===== config.mk =====
export PLATFORM = sky130hd
export DESIGN_NAME = sbf_seq
export DESIGN_NICKNAME = d
export VERILOG_FILES = /design/src/rtl/sbf_pkg.sv /design/src/rtl/sbf_alu.sv /design/src/rtl/sbf_seq.sv
export VERILOG_INCLUDE_DIRS = /design/src /design/src/rtl
export SDC_FILE = /design/constraint.sdc
export NUM_CORES = 1
export LEC_CHECK = 0
export BUFFER_PORTS_ARGS = -buffer_cell sky130_fd_sc_hd__buf_2
export CAP_MARGIN = 20
export CORE_MARGIN = 4
export CORE_UTILIZATION = 45
export DETAILED_ROUTE_END_ITERATION = 10
export PLACE_DENSITY = 0.75
export SYNTH_ARGS = -nofsm -noshare
export SYNTH_HDL_FRONTEND = slang
export SYNTH_HIERARCHICAL = 1
export SYNTH_SLANG_ARGS = --single-unit

===== constraint.sdc =====
create_clock -name clk_i -period 8.6 [get_ports clk_i]
set_clock_uncertainty 0.2 [all_clocks]
set_input_delay 1.29 -clock clk_i [delete_from_list [all_inputs] [get_ports clk_i]]
set_output_delay 1.29 -clock clk_i [all_outputs]
set_load 0.1 [all_outputs]

===== src/rtl/assert_macros.svh =====
// Assertion helpers shared by the RTL files.
// Each use names its label, its property or expression, and its message.
`ifndef ASSERT_MACROS_SVH
`define ASSERT_MACROS_SVH

// The property must hold at every clock edge outside reset.
`define ASSERT_AT(lbl, prop, msg) \
  lbl: assert property (@(posedge clk_i) disable iff (!rst_ni) prop) \
    else $error(msg);

// The expression must never be true at a clock edge outside reset.
`define ASSERT_NEVER(lbl, expr, msg) \
  lbl: assert property (@(posedge clk_i) disable iff (!rst_ni) !(expr)) \
    else $error(msg);

`endif


===== src/rtl/sbf_pkg.sv =====
package sbf_pkg;

  typedef enum logic [1:0] {
    FUNC_SPRITE = 2'd0,
    FUNC_CLEAR  = 2'd1,
    FUNC_SET_BG = 2'd2,
    FUNC_READ   = 2'd3
  } sbf_func_e;

  typedef enum logic [3:0] {
    ST_IDLE,
    ST_CLEAR,
    ST_MUL,
    ST_LEFT,
    ST_RIGHT,
    ST_BG_SWEEP,
    ST_BG_DRAIN,
    ST_RD_ADDR,
    ST_RD_DATA
  } sbf_state_e;

  // Write controls for the index and mark stores.
  typedef struct packed {
    logic       idx_we;
    logic [3:0] idx_wdata;
    logic       mark_we;
    logic       mark_wdata;
  } sbf_wr_t;

  localparam logic [3:0] ColorKey = 4'h0;

  localparam logic [31:0] Palette [16] = '{
    32'hFF000000, 32'hFF000000, 32'hFF888888, 32'hFF3239BF,
    32'hFFAE7ADE, 32'hFF213D4C, 32'hFF255F90, 32'hFF5294E4,
    32'hFF79D9EA, 32'hFF3B7A53, 32'hFF4AD5AB, 32'hFF382E25,
    32'hFF7F4600, 32'hFFCCAB68, 32'hFFE4DEBC, 32'hFFFFFFFF
  };

endpackage


===== src/rtl/sbf_alu.sv =====
// Shared adder with range flags for the linear pixel address.
module sbf_alu #(
  parameter int SumW = 29,
  parameter int Npix = 76800
) (
  input  logic signed [SumW-1:0] a_i,
  input  logic signed [SumW-1:0] b_i,
  output logic signed [SumW-1:0] sum_o,
  output logic                   in_range_o,
  output logic                   at_end_o
);

  localparam logic signed [SumW-1:0] NpixS = SumW'(Npix);

  assign sum_o      = a_i + b_i;
  assign in_range_o = !sum_o[SumW-1] && (sum_o < NpixS);
  assign at_end_o   = (sum_o == NpixS);

endmodule


===== src/rtl/sbf_seq.sv =====
`include "assert_macros.svh"

// Sequencer: steps one word through the shared address adder.
module sbf_seq #(
  parameter int Width  = 320,
  parameter int Height = 240
) (
  input  logic                     clk_i,
  input  logic                     rst_ni,
  input  logic                     in_valid_i,
  output logic                     in_stall_o,
  input  logic [1:0]               func_i,
  input  logic signed [15:0]       sprite_x_i,
  input  logic signed [15:0]       sprite_y_i,
  input  logic [7:0]               sprite_width_i,
  input  logic [7:0]               sprite_height_i,
  input  logic                     first_byte_i,
  input  logic [7:0]               sprite_byte_i,
  input  logic [3:0]               background_i,
  input  logic [16:0]              pixel_address_i,
  input  logic                     out_busy_i,
  input  logic                     mark_rd_i,
  output logic [$clog2(Width*Height)-1:0] rd_addr_o,
  output logic [$clog2(Width*Height)-1:0] wr_addr_o,
  output sbf_pkg::sbf_wr_t         wr_o,
  output logic                     res_load_o,
  output logic                     res_in_range_o
);

  localparam int Npix = Width * Height;
  localparam int AW   = $clog2(Npix);
  localparam int SumW = 17 + $clog2(Width) + 3;
  localparam logic signed [SumW-1:0] WidthS = SumW'(Width);
  localparam logic signed [SumW-1:0] NpixS  = SumW'(Npix);
  localparam logic signed [SumW-1:0] OneS   = SumW'(1);

  sbf_pkg::sbf_state_e state_q, state_d;

  logic signed [SumW-1:0] addr_q;
  logic signed [SumW-1:0] off_q;
  logic signed [15:0]     sx_q;
  logic signed [15:0]     sy_q;
  logic [7:0]             w_q;
  logic [7:0]             h_q;
  logic [7:0]             byte_q;
  logic [3:0]             bg_idx_q;
  logic [7:0]             col_q, col_d;
  logic [7:0]             row_q, row_d;
  logic                   wvld_q;
  logic [AW-1:0]          waddr_q;
  logic                   rng_q;

  logic                   in_acc;
  logic signed [SumW-1:0] alu_a, alu_b, alu_sum;
  logic                   alu_in_range, alu_at_end;
  logic signed [16:0]     row_sum;
  logic signed [SumW-1:0] prod;
  logic signed [SumW-1:0] off;
  logic [8:0]             nc, nr;
  sbf_pkg::sbf_func_e     func;

  assign func       = sbf_pkg::sbf_func_e'(func_i);
  assign in_stall_o = (state_q != sbf_pkg::ST_IDLE);
  assign in_acc     = in_valid_i && !in_stall_o;
  assign rd_addr_o  = addr_q[AW-1:0];

  sbf_alu #(
    .SumW (SumW),
    .Npix (Npix)
  ) u_alu (
    .a_i        (alu_a),
    .b_i        (alu_b),
    .sum_o      (alu_sum),
    .in_range_o (alu_in_range),
    .at_end_o   (alu_at_end)
  );

  // Row base and column offset of the current byte.
  assign row_sum = 17'(sy_q) + $signed({9'b0, row_q});
  assign prod    = SumW'(row_sum) * WidthS;
  assign off     = SumW'(sx_q) + SumW'($signed({8'b0, col_q, 1'b0}));

  always_comb begin
    state_d = state_q;
    unique case (state_q)
      sbf_pkg::ST_IDLE: begin
        if (in_acc) begin
          unique case (func)
            sbf_pkg::FUNC_SPRITE: state_d = sbf_pkg::ST_MUL;
            sbf_pkg::FUNC_CLEAR:  state_d = sbf_pkg::ST_CLEAR;
            sbf_pkg::FUNC_SET_BG: state_d = sbf_pkg::ST_BG_SWEEP;
            sbf_pkg::FUNC_READ:   state_d = sbf_pkg::ST_RD_ADDR;
            default:              state_d = sbf_pkg::ST_IDLE;
          endcase
        end
      end
      sbf_pkg::ST_CLEAR: begin
        if (alu_at_end) state_d = sbf_pkg::ST_IDLE;
      end
      sbf_pkg::ST_MUL:   state_d = sbf_pkg::ST_LEFT;
      sbf_pkg::ST_LEFT:  state_d = sbf_pkg::ST_RIGHT;
      sbf_pkg::ST_RIGHT: state_d = sbf_pkg::ST_IDLE;
      sbf_pkg::ST_BG_SWEEP: begin
        if (alu_at_end) state_d = sbf_pkg::ST_BG_DRAIN;
      end
      sbf_pkg::ST_BG_DRAIN: state_d = sbf_pkg::ST_IDLE;
      sbf_pkg::ST_RD_ADDR:  state_d = sbf_pkg::ST_RD_DATA;
      sbf_pkg::ST_RD_DATA: begin
        if (!out_busy_i) state_d = sbf_pkg::ST_IDLE;
      end
      default: state_d = sbf_pkg::ST_IDLE;
    endcase
  end

  always_comb begin
    alu_a          = addr_q;
    alu_b          = OneS;
    wr_addr_o      = alu_sum[AW-1:0];
    wr_o           = '0;
    res_load_o     = 1'b0;
    res_in_range_o = rng_q;
    unique case (state_q)
      sbf_pkg::ST_LEFT: begin
        alu_b = off_q;
        if (alu_in_range) begin
          wr_o.mark_we    = 1'b1;
          wr_o.mark_wdata = (byte_q[7:4] == sbf_pkg::ColorKey);
          wr_o.idx_we     = (byte_q[7:4] != sbf_pkg::ColorKey);
          wr_o.idx_wdata  = byte_q[7:4];
        end
      end
      sbf_pkg::ST_RIGHT: begin
        if (alu_in_range) begin
          wr_o.mark_we    = 1'b1;
          wr_o.mark_wdata = (byte_q[3:0] == sbf_pkg::ColorKey);
          wr_o.idx_we     = (byte_q[3:0] != sbf_pkg::ColorKey);
          wr_o.idx_wdata  = byte_q[3:0];
        end
      end
      sbf_pkg::ST_CLEAR: begin
        wr_addr_o       = addr_q[AW-1:0];
        wr_o.idx_we     = 1'b1;
        wr_o.idx_wdata  = bg_idx_q;
        wr_o.mark_we    = 1'b1;
        wr_o.mark_wdata = 1'b1;
      end
      sbf_pkg::ST_BG_SWEEP, sbf_pkg::ST_BG_DRAIN: begin
        // The mark read in the previous cycle decides the repaint of that pixel.
        wr_addr_o      = waddr_q;
        wr_o.idx_we    = wvld_q && mark_rd_i;
        wr_o.idx_wdata = bg_idx_q;
      end
      sbf_pkg::ST_RD_ADDR: begin
        alu_b = '0;
      end
      sbf_pkg::ST_RD_DATA: begin
        res_load_o = !out_busy_i;
      end
      sbf_pkg::ST_IDLE, sbf_pkg::ST_MUL: begin
        alu_b = OneS;
      end
      default: begin
        alu_b = OneS;
      end
    endcase
  end

  // Column and row counters of the sprite being drawn.
  always_comb begin
    col_d = col_q;
    row_d = row_q;
    nc    = {1'b0, col_q} + 9'd1;
    nr    = {1'b0, row_q};
    if (in_acc && func == sbf_pkg::FUNC_SPRITE && first_byte_i) begin
      col_d = '0;
      row_d = '0;
    end else if (state_q == sbf_pkg::ST_RIGHT) begin
      if (nc >= {1'b0, w_q}) begin
        nc = '0;
        nr = nr + 9'd1;
        if (nr >= {1'b0, h_q}) begin
          nr = '0;
        end
      end
      col_d = nc[7:0];
      row_d = nr[7:0];
    end
  end

  always_ff @(posedge clk_i or negedge rst_ni) begin
    if (!rst_ni) begin
      // Reset starts in the clear sweep so the stores get their initial contents.
      state_q  <= sbf_pkg::ST_CLEAR;
      addr_q   <= '0;
      bg_idx_q <= '0;
      col_q    <= '0;
      row_q    <= '0;
      wvld_q   <= 1'b0;
    end else begin
      state_q <= state_d;
      col_q   <= col_d;
      row_q   <= row_d;
      wvld_q  <= (state_q == sbf_pkg::ST_BG_SWEEP);
      if (in_acc) begin
        if (func == sbf_pkg::FUNC_READ) begin
          addr_q <= SumW'(pixel_address_i);
        end else begin
          addr_q <= '0;
        end
        if (func == sbf_pkg::FUNC_SET_BG) begin
          bg_idx_q <= background_i;
        end
      end else if (state_q == sbf_pkg::ST_MUL) begin
        addr_q <= prod;
      end else if (state_q == sbf_pkg::ST_LEFT || state_q == sbf_pkg::ST_CLEAR ||
                   state_q == sbf_pkg::ST_BG_SWEEP) begin
        addr_q <= alu_sum;
      end
    end
  end

  always_ff @(posedge clk_i) begin
    if (in_acc) begin
      sx_q   <= sprite_x_i;
      sy_q   <= sprite_y_i;
      w_q    <= sprite_width_i;
      h_q    <= sprite_height_i;
      byte_q <= sprite_byte_i;
    end
    if (state_q == sbf_pkg::ST_MUL) begin
      off_q <= off;
    end
    if (state_q == sbf_pkg::ST_RD_ADDR) begin
      rng_q <= alu_in_range;
    end
    waddr_q <= addr_q[AW-1:0];
  end

  `ASSERT_AT(a_no_overrun, res_load_o |-> !out_busy_i, "result loaded over a held word")
  `ASSERT_AT(a_wvld_bg, wvld_q |-> (state_q == sbf_pkg::ST_BG_SWEEP || state_q == sbf_pkg::ST_BG_DRAIN), "repaint write outside the sweep")
  `ASSERT_AT(a_clear_addr, (state_q == sbf_pkg::ST_CLEAR) |-> (!addr_q[SumW-1] && addr_q < NpixS), "clear address out of range")

endmodule


==> reports/results.tsv, run 1 <==
metric	value	unit
crit end category	primary output	
Distinct cells, synth	89	
power share of the clock group	0.493	
Final TNS setup	0	ps
GP Congestion	0.941	
CP startpoint kind	flop	
Seq. cell area	3920	um2
met2 routed WL	11900	um
Top Ports	129	
Core Footprint	22000	um2
final hold vios	0	
post-CTS sizing	0	
RSZ-0062 raised after global routing	no	
Syn. warnings	6	
max_slew headroom	0.313	
FFs w/ async S/R, synth	0.372	
final setup margin	488	ps
hold buffer count at cts	0	
vias in the first global route	7883	
share of layout cells above drive strength 1	0.185	
worst setup path startpoint	state_q[0]$_DFFE_PN1P_	
multi-input logic area	5750	um2
Ant. Diodes	0	
Final Cycle Share	0.943	
grt ovf	0	
first-pass GRT wire length	41300	um
Iteration-0 DRC Markers	533	
Die ar.	25000	um2
nets@finish	1338	
NetSw	0.358	mW
switching share of power	0.240	
Comb pwr share	0.019	
die width	158	um
Reg2Reg Launch Point	state_q[0]$_DFFE_PN1P_	
pwr/cell area	130	nW/um2
Hold Path Cell Cnt	0	
max frequency	0.123	GHz
post-detail-place hpwl	20100	um
Initial Utilization	0.461	
setup slack at placement	1060	ps
worst slew pin tran	1020	ps
HP Start	sx_q[0]$_DFFE_PP_	
crit path max fanout	16	
DRT Wirelength	25900	um
post-route DRC violation count	0	
Reg clk slew, reported paths	70	ps
drt pass-1 iters	5	
Hold WC Path Type	flop to flop	
status	finished, final reports clean	
later-pin clock latency in the skew report	430	ps
initial antenna violation count	0	
die height	158	um
Reg2Reg Setup Slack	2700	ps
WL met1	12200	um
Mean Syn Cell Area	9.70	um2
Layout area overhead	13.5	%
syn nets	1230	
CTS root buffer	clkbuf_16	
Synth Instances	1044	
CTS Buffer Depth	2	
Port Buffers	128	
setup bufs post-CTS	0	
number of synthesized flops with an enable pin	74	
Via density	5.71	
Rows	54	
register bit total from synthesis	145	
Layout fillers	1969	
Static Leak	5.26	nW
Detail Route Antenna Nets	0	
Worst VDD drop	0.131	mV
sequential share of power	0.488	
via count	8257	
CTS H-tree lvls	4	
Num CTS Buffers	17	
Reg2Reg Capture Point	res_in_range_o$_DFFE_PP_	
ys flop type	edfxtp_1	
Setup violations, final	0	
Req. time, crit path	7110	ps
maxcap violations	0	
Top Layer Used	met4	
crit path DAT	6620	ps
post-synthesis sequential area ratio	0.386	
largest net degree at the start of global routing	73	
Routed WL per cell	17.9	um
Worst Hold Endpoint	off_q[0]$_DFFE_PP_	
minimum clock period after layout	8110	ps
CTS sink count	145	
Pint	1.13	mW
Total GRT Usage	0.209	
met3 wire len	1340	um
clock tree from TritonCTS	built	
Worst R2R Path Depth	14	
Cell Area, Synth	10100	um2
critical path class	flop to primary output	
Max Slew Vio Count	0	
## layout by cell type, fill, tap and decap left out, types with 7 or more instances in the layout
cell type / synthesis / final
clkbuf_16: 0 / 17
dfxtp_1: 17 / 17
nor3_1: 21 / 20
a211oi_1: 13 / 13
nor2b_1: 7 / 7
a22oi_1: 21 / 21
buf_2: 3 / 128
nand3_1: 24 / 24
buf_4: 22 / 12
edfxtp_1: 74 / 74
and3_1: 21 / 21
a21o_1: 24 / 24
ha_1: 97 / 97
a21oi_1: 79 / 79
o21a_1: 11 / 11
nand2_1: 99 / 99
xor2_1: 38 / 38
nor2_1: 69 / 69
and2_1: 21 / 21
a22o_1: 9 / 9
or2_2: 7 / 7
o21ai_0: 49 / 49
dfrtp_1: 53 / 53
a31oi_1: 10 / 10
inv_1: 40 / 40
xnor2_1: 38 / 38
o211ai_1: 8 / 8
nand4_1: 12 / 12
## worst max-delay path: stages (launching register included)
cell      delay (ps)
dfstp_2          630
nand2_1          130
nor3_1           220
buf_4            220
and2_1           490
ha_1             410
a21o_1           200
a31oi_1          260
o221ai_1         200
a221oi_2         360
xor2_1           280
o211ai_1         130
or4_1            430
or4_4            520
a211oi_1         860
a21oi_1          180
nor3_1           200
buf_2            450
## flip-flops by register name, summed over array words and instances, names as in the netlist
name	cells
off_q	17
addr_q	29
h_q	8
wvld_q	1
bg_idx_q	4
waddr_q	17
byte_q	8
sx_q	16
sy_q	16
res_in_range_o	1
row_q	8
col_q	8
w_q	8
state_q	4
## cells in the mapped netlist (4+ instances only)
| master | n | share of area |
|---|---|---|
| a22o_1 | 9 | 0.0078 |
| and2_1 | 21 | 0.013 |
| buf_6 | 4 | 0.0044 |
| dfrtp_1 | 53 | 0.13 |
| ha_1 | 97 | 0.12 |
| a21oi_1 | 79 | 0.039 |
| dfxtp_1 | 17 | 0.034 |
| nand2b_1 | 6 | 0.0037 |
| nor2_1 | 69 | 0.026 |
| mux2_2 | 5 | 0.0056 |
| nor3b_1 | 5 | 0.0037 |
| clkbuf_1 | 19 | 0.0070 |
| nor4_1 | 6 | 0.0037 |
| a21o_1 | 24 | 0.018 |
| xnor2_1 | 38 | 0.033 |
| and3_1 | 21 | 0.013 |
| buf_4 | 22 | 0.016 |
| a211oi_1 | 13 | 0.0096 |
| o21ai_0 | 49 | 0.024 |
| fa_1 | 4 | 0.0079 |
| nand4_1 | 12 | 0.0074 |
| a31o_2 | 4 | 0.0035 |
| nor2b_1 | 7 | 0.0043 |
| nor3_1 | 21 | 0.010 |
| a31oi_1 | 10 | 0.0062 |
| edfxtp_1 | 74 | 0.22 |
| o211ai_1 | 8 | 0.0059 |
| inv_1 | 40 | 0.015 |
| or3_1 | 5 | 0.0031 |
| o31ai_1 | 6 | 0.0044 |
| nand2_1 | 99 | 0.037 |
| o21a_1 | 11 | 0.0082 |
| o211a_1 | 5 | 0.0049 |
| o21bai_1 | 5 | 0.0037 |
| a32o_1 | 4 | 0.0040 |
| or2_2 | 7 | 0.0043 |
| a22oi_1 | 21 | 0.016 |
| nand3_1 | 24 | 0.012 |
| a211o_1 | 5 | 0.0043 |
| o41ai_1 | 4 | 0.0035 |
| or4_1 | 5 | 0.0037 |
| xor2_1 | 38 | 0.033 |
## how the worst max path moves through the flow
stage | to | slack (ps)
2_1_floorplan | wr_o[0] | 100
3_3_place_gp | wr_o[0] | 1180
3_5_place_dp | wr_o[0] | 1060
4_1_cts | wr_o[0] | 580
5_1_grt | wr_o[0] | 20
6_report | wr_o[0] | 490
## layer usage
layer,GRT usage,vias up
met4,0.0646,0
met3,0.0320,37
met1,0.296,3879
met5,0,-
met2,0.332,256
li1,-,4085
## through the flow
stage                     total power, mW  utilization  instances  hold WS, ps  instance area (um2)
final                                1.49        0.523       1445          235                11500
after global routing                 1.54        0.523       1445          240                11500
after CTS                            1.50        0.523       1444          242                11500
after detailed placement            0.772        0.496       1412          225                10900
after global placement              0.771        0.496       1412          215                10900
after floorplan                     0.744            -       1044          200                10100
## layout make-up
| class | instances | share of cell area |
|---|---|---|
| clock buffer | 17 | 0.0370 |
| clock inverter | 15 | 0.0148 |
| inverter | 41 | 0.0134 |
| multi-input combinational | 807 | 0.500 |
| sequential | 145 | 0.341 |
| tap | 280 | 0.0305 |
| timing repair buffer | 140 | 0.0636 |
## power by group through the flow
stage / Sequential (mW) / Clock (mW) / Combinational, mW
6_report: 0.727 / 0.734 / 0.0288
5_1_grt: 0.727 / 0.778 / 0.0325
4_1_cts: 0.727 / 0.746 / 0.0296
3_5_place_dp: 0.742 / 0 / 0.0295
3_3_place_gp: 0.742 / 0 / 0.0293
2_1_floorplan: 0.742 / 0 / 0.00225
## cell families after synthesis
family / share of synthesized area
AOI/OAI and AO/OA: 0.206
xor gates and xnor gates: 0.0657
adders and majority gates: 0.128
buffers and inverters: 0.0466
DFF: 0.386
muxes: 0.0100
and+or+nand+nor: 0.158
Power figures use the tool's default switching activity.
==> run 2, diff against run 1 <==
- CTS_BUF_LIST: default -> sky130_fd_sc_hd__clkbuf_2 sky130_fd_sc_hd__clkbuf_4 sky130_fd_sc_hd__clkbuf_8
==> run 2 against run 1 <==
Against the previous run:
- power fell by 13%
- via count shrank 0.47%
- setup slack improved by 350 ps
- die area unchanged
- clock-buffer cell count unchanged
- register-to-register slack better by 100 ps
- flip-flop and latch count stayed put
- clock power is 26% lower
- first-iteration DRC count fell by 8.1%
- critical path depth did not move
- cell area fell by 1.6%
==> reports/results.tsv, run 2 (synthesis gave the netlist of run 1 again) <==
metric	value	unit	change
status	finished, final reports clean		
Port Buffers	128		unchanged
critical path class	flop to primary output		
Req. time, crit path	7110	ps	about the same
CP startpoint kind	flop		
Iteration-0 DRC Markers	490		-8.1%
WP depth	17		unchanged
CP peak stage delay	640	ps	-220 ps
Reg2Reg Setup Slack	2800	ps	+100 ps
grt ovf	0		unchanged
dpl cells	1412		unchanged
Largest regs	addr_q: 29 flops, off_q: 17 flops, waddr_q: 17 flops		
setup bufs post-CTS	0		unchanged
largest net degree at the start of global routing	73		unchanged
Reg2Reg Launch Point	state_q[0]$_DFFE_PN1P_		
setup slack at placement	1060	ps	unchanged
Initial Utilization	0.461		unchanged
Non-Filler Instances	1445		unchanged
Setup violations, final	0		unchanged
drt pass-1 iters	5		unchanged
minimum clock period after layout	7760	ps	-352 ps
pwr/cell area	115	nW/um2	-12%
Final Core Density	0.515		-0.00849
share of layout cells above drive strength 1	0.185		+0.000858
Routed WL per cell	17.8	um	-0.79%
Worst Path Buf+Inv	2		unchanged
area post-placement	10900	um2	unchanged
multi-input logic area	5750	um2	about the same
CTS H-tree lvls	4		unchanged
Total GRT Usage	0.207		-0.00159
GP Congestion	0.941		unchanged
Worst VDD drop	0.0980	mV	-25%
Seq. cell area	3920	um2	unchanged
die height	158	um	unchanged
via count	8218		-0.47%
Hold WC Path Type	flop to flop		
Reg2Reg Capture Point	state_q[2]$_DFFE_PN0P_		
CTS root buffer	clkbuf_8		
Core Footprint	22000	um2	unchanged
Max Slew Vio Count	0		unchanged
Static Leak	5.18	nW	-1.7%
Reg clk slew, reported paths	100	ps	+30 ps
crit path max fanout	16		unchanged
max_slew headroom	0.406		+0.0933
HP Start	sx_q[0]$_DFFE_PP_		
Detail Route Antenna Nets	0		unchanged
later-pin clock latency in the skew report	460	ps	+30 ps
DRT Wirelength	25700	um	-0.79%
post-route cell area	11300	um2	-1.6%
final setup margin	841	ps	+352 ps
Layout area overhead	11.6	%	
Ant. Diodes	0		unchanged
Rows	54		unchanged
initial antenna violation count	0		unchanged
critical path's slowest cell	dfstp_2		
Top Ports	129		unchanged
post-detail-place hpwl	20100	um	unchanged
post-route DRC violation count	0		unchanged
Die ar.	25000	um2	unchanged
RSZ-0062 raised after global routing	no		
final hold vios	0		unchanged
crit path DAT	6270	ps	-350 ps
Layout fillers	1995		+1.3%
max frequency	0.129	GHz	+4.5%
Final Cycle Share	0.902		-0.0410
Via density	5.69		-0.47%
Worst R2R Path Depth	18		+4
worst slew pin tran	891	ps	-134 ps
CP Cell Sequence	nand2_1 -> nor3_1 -> buf_4 -> and2_1 -> ha_1 -> a21o_1 -> a31oi_1 -> o221ai_1 -> a221oi_2 -> xor2_1 -> o211ai_1 -> or4_1 -> or4_4 -> a211oi_2 -> a21oi_1 -> nor3_1 -> buf_2		
die width	158	um	unchanged
most used cell along the critical path	nor3_1		
maxcap violations	0		unchanged
number of flip-flops in the largest register	29		unchanged
hold buffer count at cts	0		unchanged
cell family with most CP delay	simple AND/OR/NAND/NOR gates		
clock tree from TritonCTS	built		
Biggest register	addr_q		
first-pass GRT wire length	41000	um	-0.70%
CTS sink count	145		unchanged
vias in the first global route	7869		-0.18%
commonest non-fill, non-tap cell in the layout	buf_2		
Hold Path Cell Cnt	0		unchanged
Num CTS Buffers	17		unchanged
most frequent cells in the layout	buf_2 (128), nand2_1 (99), ha_1 (97)		
nets@finish	1338		unchanged
Final TNS setup	0	ps	unchanged
Worst Hold Endpoint	off_q[0]$_DFFE_PP_		
CTS Buffer Depth	2		unchanged
crit end category	primary output		
-- run 2: metal layers --
layer / up-vias / global-route usage / wire length [um]
met2: 241 / 0.328 / 11700
met3: 31 / 0.0361 / 1370
li1: 4086 / - / -
met1: 3860 / 0.295 / 12100
met5: - / 0 / 0
met4: 0 / 0.0573 / 510
-- run 2: repair_timing --
action,in CTS,in global routing
endpoints found under the setup margin,0,1
hold endpoints to repair,0,0
resized for setup,0,1
-- run 2: final cells by class --
class,instances,share of cell area
inverters,41,0.0136
clock buffers,17,0.0207
multi-input cells,807,0.509
well taps,280,0.0310
flip-flops and latches,145,0.346
repair buffers,140,0.0646
clock inverters,15,0.0150
-- run 2: power breakdown --
group          switching, mW  leakage, nW  internal, mW
clock                  0.319        0.199         0.221
sequential                 0         1.47         0.727
combinational         0.0144         3.51        0.0144
-- run 2: worst max-delay path by stage --
stage,from,to,slack [ps]
after global routing,state_q[0]$_DFFE_PN1P_,wr_o[0],350
after floorplan,state_q[0]$_DFFE_PN1P_,wr_o[0],100
final,state_q[0]$_DFFE_PN1P_,wr_o[0],840
after global placement,state_q[0]$_DFFE_PN1P_,wr_o[0],1180
after detailed placement,state_q[0]$_DFFE_PN1P_,wr_o[0],1060
after CTS,state_q[0]$_DFFE_PN1P_,wr_o[0],530
-- run 2: metrics by stage --
step / hold WS (ps) / power, mW
finish: 242 / 1.30
global route: 248 / 1.34
CTS: 249 / 1.31
detailed placement: 225 / 0.772
global placement: 215 / 0.771
floorplan: 200 / 0.744
